<file path="config.mk">
export PLATFORM = sky130hd
export DESIGN_NAME = hdt_ctrl
export DESIGN_NICKNAME = d
export VERILOG_FILES = /design/src/rtl/hdt_pkg.sv /design/src/rtl/hdt_ctrl.sv
export SDC_FILE = /design/constraint.sdc
export NUM_CORES = 1
export LEC_CHECK = 0
export BUFFER_PORTS_ARGS = -buffer_cell sky130_fd_sc_hd__buf_2
export CAP_MARGIN = 15
export CORE_UTILIZATION = 52
export CTS_BUF_LIST = sky130_fd_sc_hd__clkbuf_16
export DETAILED_ROUTE_END_ITERATION = 10
export PLACE_DENSITY = 0.76
export SLEW_MARGIN = 20
export SYNTH_ARGS = -nofsm -noshare
export SYNTH_HDL_FRONTEND = slang
export SYNTH_SLANG_ARGS = --single-unit
</file>
<file path="constraint.sdc">
create_clock -name clk_i -period 12.3 [get_ports clk_i]
set_clock_uncertainty 0.15 [all_clocks]
set_input_delay 0.615 -clock clk_i [delete_from_list [all_inputs] [get_ports clk_i]]
set_output_delay 0.615 -clock clk_i [all_outputs]
set_load 0.01 [all_outputs]
</file>
<file path="src/rtl/hdt_pkg.sv">
`timescale 1ns / 1ps

package hdt_pkg;

  localparam int unsigned MAX_ENTRIES_DEF = 128;
  localparam int unsigned INDEX_BASE_DEF  = 62;

  localparam logic [15:0] ENTRY_OVERHEAD = 16'd32;
  localparam logic [15:0] RESET_LIMIT    = 16'd4096;

  // operation codes on the kind field
  localparam logic [1:0] KIND_INSERT = 2'd0;
  localparam logic [1:0] KIND_LOOKUP = 2'd1;
  localparam logic [1:0] KIND_RESIZE = 2'd2;

  // result status codes
  localparam logic [1:0] STATUS_OK     = 2'd0;
  localparam logic [1:0] STATUS_STATIC = 2'd1;
  localparam logic [1:0] STATUS_BEYOND = 2'd2;

  typedef struct packed {
    logic [1:0]  kind;
    logic [31:0] entry_tag;
    logic [13:0] name_len;
    logic [13:0] value_len;
    logic [7:0]  lookup_index;
    logic [15:0] new_limit;
  } hdt_req_t;

  typedef struct packed {
    logic [1:0]  status;
    logic [31:0] found_tag;
    logic [13:0] found_name_len;
    logic [13:0] found_value_len;
    logic [15:0] used_octets;
    logic [7:0]  entry_count;
  } hdt_rsp_t;

  typedef struct packed {
    logic [31:0] tag;
    logic [13:0] name_len;
    logic [13:0] value_len;
  } entry_t;

  // octets charged for one entry
  function automatic logic [15:0] entry_charge(logic [13:0] name_len, logic [13:0] value_len);
    return ENTRY_OVERHEAD + {2'b00, name_len} + {2'b00, value_len};
  endfunction

endpackage

</file>
<file path="src/rtl/hdt_ctrl.sv">
`timescale 1ns / 1ps

module hdt_ctrl #(
  parameter int unsigned MaxEntries = hdt_pkg::MAX_ENTRIES_DEF,
  parameter int unsigned IndexBase  = hdt_pkg::INDEX_BASE_DEF,
  localparam int unsigned AddrW = (MaxEntries > 1) ? $clog2(MaxEntries) : 1
) (
  input  logic              clk_i,
  input  logic              rst_ni,
  input  logic              in_valid_i,
  output logic              in_ready_o,
  input  hdt_pkg::hdt_req_t in_data_i,
  output logic              out_valid_o,
  input  logic              out_ready_i,
  output hdt_pkg::hdt_rsp_t out_data_o,
  output logic              mem_we_o,
  output logic [AddrW-1:0]  mem_waddr_o,
  output hdt_pkg::entry_t   mem_wdata_o,
  output logic [AddrW-1:0]  mem_raddr_o,
  input  hdt_pkg::entry_t   mem_rdata_i
);
  import hdt_pkg::*;

  localparam int unsigned CntW = $clog2(MaxEntries + 1);
  localparam int unsigned SumW = AddrW + 2;
  localparam int unsigned CmpW = (CntW > 8) ? CntW : 8;

  typedef enum logic [4:0] {
    S_IDLE = 5'b00001,
    S_CHK  = 5'b00010,
    S_EVRD = 5'b00100,
    S_LOOK = 5'b01000,
    S_DONE = 5'b10000
  } state_e;

  state_e            state_q, state_d;
  hdt_req_t          req_q, req_d;
  logic [15:0]       need_q, need_d;
  logic [AddrW-1:0]  newest_q, newest_d;
  logic [CntW-1:0]   count_q, count_d;
  logic [16:0]       used_q, used_d;
  logic [15:0]       limit_q, limit_d;
  logic [1:0]        status_q, status_d;
  entry_t            found_q, found_d;
  logic              out_valid_q, out_valid_d;
  hdt_rsp_t          out_q, out_d;

  logic [AddrW-1:0]  newest_inc;
  logic [AddrW-1:0]  oldest_pos;
  logic [7:0]        look_k;
  logic [15:0]       in_need;
  logic [15:0]       rd_charge;
  logic              evict;

  // ring position k places older than the newest entry
  function automatic logic [AddrW-1:0] ring_back(logic [AddrW-1:0] pos, logic [CntW-1:0] k);
    logic [SumW-1:0] sum;
    sum = SumW'(pos) + SumW'(MaxEntries) - SumW'(k);
    if (sum >= SumW'(MaxEntries)) begin
      sum = sum - SumW'(MaxEntries);
    end
    return sum[AddrW-1:0];
  endfunction

  assign newest_inc = (newest_q == AddrW'(MaxEntries - 1)) ? '0 : newest_q + 1'b1;
  assign oldest_pos = ring_back(newest_q, count_q - 1'b1);
  assign look_k     = in_data_i.lookup_index - 8'(IndexBase);
  assign in_need    = entry_charge(in_data_i.name_len, in_data_i.value_len);
  assign rd_charge  = entry_charge(mem_rdata_i.name_len, mem_rdata_i.value_len);

  always_comb begin
    if (req_q.kind == KIND_INSERT) begin
      evict = ((count_q != '0) && ((used_q + 17'(need_q)) > 17'(limit_q)))
              || (count_q >= CntW'(MaxEntries));
    end else begin
      evict = (count_q != '0) && (used_q > 17'(limit_q));
    end
  end

  always_comb begin
    state_d     = state_q;
    req_d       = req_q;
    need_d      = need_q;
    newest_d    = newest_q;
    count_d     = count_q;
    used_d      = used_q;
    limit_d     = limit_q;
    status_d    = status_q;
    found_d     = found_q;
    out_valid_d = out_valid_q;
    out_d       = out_q;
    mem_we_o    = 1'b0;
    mem_raddr_o = oldest_pos;
    in_ready_o  = (state_q == S_IDLE);

    if (out_valid_q && out_ready_i) begin
      out_valid_d = 1'b0;
    end

    case (state_q)
      S_IDLE: begin
        if (in_valid_i) begin
          req_d    = in_data_i;
          need_d   = in_need;
          status_d = STATUS_OK;
          found_d  = '0;
          case (in_data_i.kind)
            KIND_INSERT: begin
              if (in_need > limit_q) begin
                count_d = '0;
                used_d  = '0;
                state_d = S_DONE;
              end else begin
                state_d = S_CHK;
              end
            end
            KIND_LOOKUP: begin
              if (in_data_i.lookup_index < 8'(IndexBase)) begin
                status_d = STATUS_STATIC;
                state_d  = S_DONE;
              end else if (CmpW'(look_k) >= CmpW'(count_q)) begin
                status_d = STATUS_BEYOND;
                state_d  = S_DONE;
              end else begin
                mem_raddr_o = ring_back(newest_q, CntW'(look_k));
                state_d     = S_LOOK;
              end
            end
            KIND_RESIZE: begin
              limit_d = in_data_i.new_limit;
              state_d = S_CHK;
            end
            default: begin
              state_d = S_DONE;
            end
          endcase
        end
      end
      S_CHK: begin
        if (evict) begin
          state_d = S_EVRD;
        end else begin
          if (req_q.kind == KIND_INSERT) begin
            mem_we_o = 1'b1;
            newest_d = newest_inc;
            count_d  = count_q + 1'b1;
            used_d   = used_q + 17'(need_q);
          end
          state_d = S_DONE;
        end
      end
      S_EVRD: begin
        used_d  = (17'(rd_charge) > used_q) ? '0 : used_q - 17'(rd_charge);
        count_d = count_q - 1'b1;
        state_d = S_CHK;
      end
      S_LOOK: begin
        found_d = mem_rdata_i;
        state_d = S_DONE;
      end
      S_DONE: begin
        if (!out_valid_q || out_ready_i) begin
          out_valid_d           = 1'b1;
          out_d.status          = status_q;
          out_d.found_tag       = found_q.tag;
          out_d.found_name_len  = found_q.name_len;
          out_d.found_value_len = found_q.value_len;
          out_d.used_octets     = used_q[15:0];
          out_d.entry_count     = 8'(count_q);
          state_d               = S_IDLE;
        end
      end
      default: begin
        state_d = S_IDLE;
      end
    endcase
  end

  assign mem_waddr_o     = newest_inc;
  assign mem_wdata_o.tag       = req_q.entry_tag;
  assign mem_wdata_o.name_len  = req_q.name_len;
  assign mem_wdata_o.value_len = req_q.value_len;

  always_ff @(posedge clk_i or negedge rst_ni) begin
    if (!rst_ni) begin
      state_q     <= S_IDLE;
      newest_q    <= '0;
      count_q     <= '0;
      used_q      <= '0;
      limit_q     <= RESET_LIMIT;
      out_valid_q <= 1'b0;
    end else begin
      state_q     <= state_d;
      newest_q    <= newest_d;
      count_q     <= count_d;
      used_q      <= used_d;
      limit_q     <= limit_d;
      out_valid_q <= out_valid_d;
    end
  end

  always_ff @(posedge clk_i) begin
    req_q    <= req_d;
    need_q   <= need_d;
    status_q <= status_d;
    found_q  <= found_d;
    out_q    <= out_d;
  end

  assign out_valid_o = out_valid_q;
  assign out_data_o  = out_q;

  a_state_onehot: assert property (@(posedge clk_i) disable iff (!rst_ni)
    $onehot(state_q))
    else $error("controller state not one-hot");

  a_count_bound: assert property (@(posedge clk_i) disable iff (!rst_ni)
    count_q <= CntW'(MaxEntries))
    else $error("entry count exceeds ring depth");

  a_empty_no_octets: assert property (@(posedge clk_i) disable iff (!rst_ni)
    (count_q == '0) |-> (used_q == '0))
    else $error("octets charged with an empty table");

  a_fits_when_idle: assert property (@(posedge clk_i) disable iff (!rst_ni)
    (state_q == S_IDLE) |-> (used_q <= 17'(limit_q)))
    else $error("table exceeds its limit between words");

  a_done_emits: assert property (@(posedge clk_i) disable iff (!rst_ni)
    ((state_q == S_DONE) && (!out_valid_q || out_ready_i)) |=> out_valid_q)
    else $error("finished word not presented");

endmodule

</file>
## After elaboration in Yosys (flattened, before gate mapping)

Index checks and enable logic that the tools add are counted.
W data, S select, Z words.

| cells by class | value |
|---|---|
| add/subtract/negate cells | 15 |
| order comparisons | 9 |
| equal/unequal tests | 14 |
| multiplexer cells | 40 |
| bitwise logic cells | 2 |
| reductions and logical operators | 19 |

Operators with widths:

| cell | count |
|---|---|
| $pmux W60 S2 | 1 |
| $mux W17 | 6 |
| $mux W60 | 1 |
| $mux W7 | 8 |
| $pmux W17 S3 | 1 |
| $mux W8 | 5 |
| $gt A17 B16 Y1 | 2 |
| $add A15 B14 Y16 | 2 |
| $add A6 B14 Y15 const A | 2 |
| $mux W5 | 6 |
| $pmux W5 S5 | 1 |
| $pmux W8 S3 | 1 |
| $ge A9 B8 Y1 const B | 2 |
| $sub A9 B8 Y9 | 2 |
| $add A17 B16 Y17 | 1 |
| $gt A16 B17 Y1 | 1 |
| $sub A17 B16 Y17 | 1 |
| $gt A16 B16 Y1 | 1 |
| $pmux W5 S3 | 1 |
| $sub A7 B1 Y7 const B | 2 |
| $add A7 B8 Y9 const B | 1 |
| $add A8 B1 Y8 const B | 1 |
| $ge A8 B8 Y1 | 1 |
| $ge A8 B8 Y1 const B | 1 |
| 28 further kinds | 48 |

| storage, ports and cells | value |
|---|---|
| register bits after elaboration | 280 |
| input bits | 150 |
| output and inout bits | 163 |
| logic and storage cells | 121 |

## Depth between registers and ports, before layout

| depth | value |
|---|---|
| depth after elaboration | 9 |
| depth in mapped cells | 24 |
| depth with buffers taken out | 23 |

## Worst setup path after synthesis

No wires, ideal clock.

| timing path | value |
|---|---|
| path type | reg-to-reg |
| from | reg state_q[3] |
| to | reg out_q, in the netlist out_data_o[0], enable pin |
| library setup time | 0.540 ns |
| arrival | 4.604 ns |
| required time | 11.610 ns |
| path slack | 7.006 ns |
| cell stages (with the launch flop) | 4 |
| buffers on the path | 0 |
| cells stage by stage | dfrtp_1 -> nor3_1 -> nand3b_1 -> nor2b_1 |

| on the way | value |
|---|---|
| cells in the longest elaborated chain, start to end | 2 |

Ends and longest elaborated chain:

| item | RTL line | RTL |
|---|---|---|
| from (decl) | hdt_ctrl.sv:36 | `state_e state_q, state_d;` |
| from (signal assigned) | hdt_ctrl.sv:193 | `state_q <= state_d;` |
| $eq A5 B5 Y1 | hdt_ctrl.sv:100 | `case (state_q)` |
| $reduce_and A2 Y1 (no source line) | - |  |
| to (signal assigned) | hdt_ctrl.sv:207 | `out_q <= out_d;` |
| to (decl) | hdt_ctrl.sv:46 | `hdt_rsp_t out_q, out_d;` |

Every way passes these cells.
A chain may end at the register's enable or synchronous reset.

## Worst setup path after layout

| timing path | value |
|---|---|
| from | reg used_q[1] |
| to | out mem_we_o |

| on the way | value |
|---|---|
| cells in the longest elaborated chain, start to end | 7 |
| elaborated cells on any way between the ends | 9 |

Ends and longest elaborated chain:

| item | RTL line | RTL |
|---|---|---|
| from (decl) | hdt_ctrl.sv:41 | `logic [16:0] used_q, used_d;` |
| from (signal assigned) | hdt_ctrl.sv:196 | `used_q <= used_d;` |
| $add A17 B16 Y17 | hdt_ctrl.sv:73 | `evict = ((count_q != '0) && ((used_q + 17'(need_q)) > 17'(limit_q)))` |
| $gt A17 B16 Y1 | hdt_ctrl.sv:73 |  |
| $logic_and A1 B1 Y1 | hdt_ctrl.sv:73 |  |
| $logic_or A1 B1 Y1 | hdt_ctrl.sv:74 | `\|\| (count_q >= CntW'(MaxEntries));` |
| $mux W1 * | hdt_ctrl.sv:72 | `if (req_q.kind == KIND_INSERT) begin` |
| $mux W1 * | hdt_ctrl.sv:140 | `if (evict) begin` |
| $mux W1 * | hdt_ctrl.sv:100 |  |
| to (decl) | hdt_ctrl.sv:16 | `output logic mem_we_o,` |

Every way passes the cells marked *; elsewhere a longest branch is shown, timed or not.

==> metrics.md <==
| Metric | Value |
|---|---|
| Period minus WS final | `5800 ps` |
| Die area | `29700 um^2` |
| Worst flop-to-flop path startpoint | `used_q[1]` |
| CP Data Arrival Time | `5040 ps` |
| P_leak | `7.84 nW` |
| Hold Path Class | `in2async` |
| Area Growth Syn to Fin | `17.2%` |
| # Max-Cap Violations | `0` |
| Crit path kind | `reg2out` |
| Chip height | `172 um` |
| Pin count of the biggest net entering global routing | `81` |
| Starting Density | `0.536` |
| Yosys cell types | `67` |
| # port buffers | `312` |
| FP Rows | `61` |
| Congestion Overflow GR | `0` |
| Layout cells sized above 1 | `0.265` |
| Hpwl dp | `24400 um` |
| Setup slack, reg-to-reg | `7150 ps` |
| Vias post-DR | `10275` |
| RSZ-0062 raised after global routing | `no` |
| Cell Pwr Density | `238 nW/um^2` |
| Top FF cell, synth | `edfxtp_1` |
| Sequential cell area | `8140 um^2` |
| Status | `finished clean` |
| Fmax | `172 MHz` |
| Async S/R FF share, synth | `0.193` |
| CP startpoint kind | `flop` |
| Initial antenna violation count | `0` |
| Rel. slew slack | `0.320` |
| GPL Wtd Cong | `0.862` |
| Clk_lat worst skew | `560 ps` |
| Fill count | `2274` |
| Worst-margin pin slew | `1020 ps` |
| Router iterations before antenna repair | `5` |
| Die width | `172 um` |
| Final setup violation count | `0` |
| Post-CTS resize count | `0` |
| Register area share after synthesis | `0.540` |
| Number of global-route vias before repair | `10118` |
| Htree depth | `1` |
| Synthesized Nets | `1545` |
| Post-synthesis register bit count | `280` |
| Clock slew seen by the registers of the worst setup and hold paths | `70 ps` |
| Tot Pwr | `4.21 mW` |
| Hold Vio Cnt, Final | `0` |
| Clock Path Buffers | `3` |
| Drc violations | `0` |
| Ant diodes | `0` |
| Crit path max fanout | `10` |
| Commonest non-fill, non-tap cell in the layout | `buf_2` |
| Most frequent cells in the layout | `buf_2, edfxtp_1, ha_1` |
| DRT iter0 DRCs | `732` |
| CTS Sinks | `280` |
| Peak supply drop | `0.000177 V` |
| Mean post-synth cell area | `12.3 um^2` |
| TritonCTS Buffers | `30` |
| Final period utilization | `0.472` |
| Core Footprint | `28200 um^2` |
| WL/cell | `17.0 um` |
| Cells after Synth | `1230` |
| Max-slew violations | `0` |
| Crit end category | `output port` |
| Ports | `313` |
| Gr usage total | `0.219` |
| Nets | `1810` |
| Multi-input gate area | `6150 um^2` |
| Worst Reg-to-Reg Cells | `17` |
| Vias per cell | `5.42` |
| Global-route wire length before repair | `50900 um` |
| Post-CTS Setup Bufs | `0` |
| R2R Path End | `used_q[1]` |
| Post-Syn Area | `15100 um^2` |
| Post-Route WL | `32300 um` |
| Synth Warn # | `0` |
| Clk Tree Root Cell | `clkbuf_16` |
| Hold buffers post-CTS | `0` |
| Post-synth EDFFs | `226` |
| ANT nets after route | `0` |
| CTS tree | `yes` |
| Setup TNS | `0 ps` |
| WP data required | `11530 ps` |
## area by class of cell
class | count | share of cell area
Sequential cell | 280 | 0.461
Multi-Input combinational cell | 796 | 0.348
Timing Repair Buffer | 318 | 0.0909
Clock buffer | 34 | 0.0481
Tap cell | 378 | 0.0268
Inverter | 69 | 0.0147
Clock inverter | 22 | 0.0108
## metal layers
metal	global-route usage	vias to the layer above	part of all wire
li1	-	4991	-
met1	0.290	4866	0.44
met2	0.362	356	0.46
met3	0.0410	62	0.071
met4	0.0693	0	0.029
met5	0	-	0
## where the power goes
group          internal (mW)  switching (mW)
clock                  0.558           0.371
sequential              1.32           0.130
combinational          0.740            1.09
total                   2.62            1.59
## sequential cells by signal, summed over array words and instances (netlist names), 5 cells and up
| name | count |
|---|---|
| need_q | 16 |
| newest_q | 7 |
| limit_q | 16 |
| mem_wdata_o | 60 |
| found_q | 60 |
| count_q | 8 |
| out_data_o | 86 |
| state_q | 5 |
| used_q | 17 |
## logic make-up (layout without fill, tap and decap cells)
group,Yosys count,in the layout,synth area share
AOI/OAI and AO/OA,233,233,0.100
xor gates and xnor gates,77,77,0.0447
adders and majority gates,165,165,0.140
buffers and inverters,154,443,0.0537
DFF,280,280,0.540
muxes,26,26,0.0197
and+or+nand+nor,295,295,0.102
## Yosys cell counts, types with 24 or more instances
cell / count / area (um^2)
edfxtp_1: 226 / 6790
dfrtp_1: 52 / 1300
nand3_1: 27 / 135
nor2_1: 58 / 218
xor2_1: 24 / 210
buf_4: 60 / 450
ha_1: 159 / 1990
nand2_1: 56 / 210
xnor2_1: 53 / 464
inv_1: 69 / 259
a21oi_1: 86 / 430
and2_1: 59 / 369
o21ai_0: 34 / 170
a21o_1: 25 / 188
## worst max-delay path, stage by stage (launching register included)
cell and delay, ps:
dfrtp_1 460, ha_1 300, a21oi_1 220, nor2_1 100, o311ai_0 610, a31oi_1 280
a211oi_1 360, o21bai_1 120, xor2_1 260, ha_1 240, a2111o_1 110, a221oi_1 50
a211oi_1 590, nor2b_1 100, mux2i_1 320, a21oi_4 190, buf_2 180
## through the flow
stage / instance area (um^2) / std cells / util / setup slack [ps] / hold slack (ps)
floorplan: 15100 / 1230 / - / 7010 / 169
global placement: 16600 / 1841 / 0.591 / 6430 / 251
detailed placement: 16600 / 1841 / 0.591 / 6320 / 255
CTS: 17700 / 1897 / 0.628 / 6510 / 48.2
global route: 17700 / 1897 / 0.628 / 6220 / 50.6
finish: 17700 / 1897 / 0.628 / 6500 / 58.4
## worst max path at each step
stage          slack (ps)           from  cells after the start       endpoint
5_1_grt              6220      used_q[1]                     16       mem_we_o
3_5_place_dp         6320  in_data_i[25]                     22      used_q[1]
4_1_cts              6510      used_q[0]                     17       mem_we_o
6_report             6500      used_q[1]                     16       mem_we_o
2_1_floorplan        7010     state_q[3]                      3  out_data_o[0]
3_3_place_gp         6430  in_data_i[25]                     22      used_q[1]
Power figures use the tool's default switching activity.
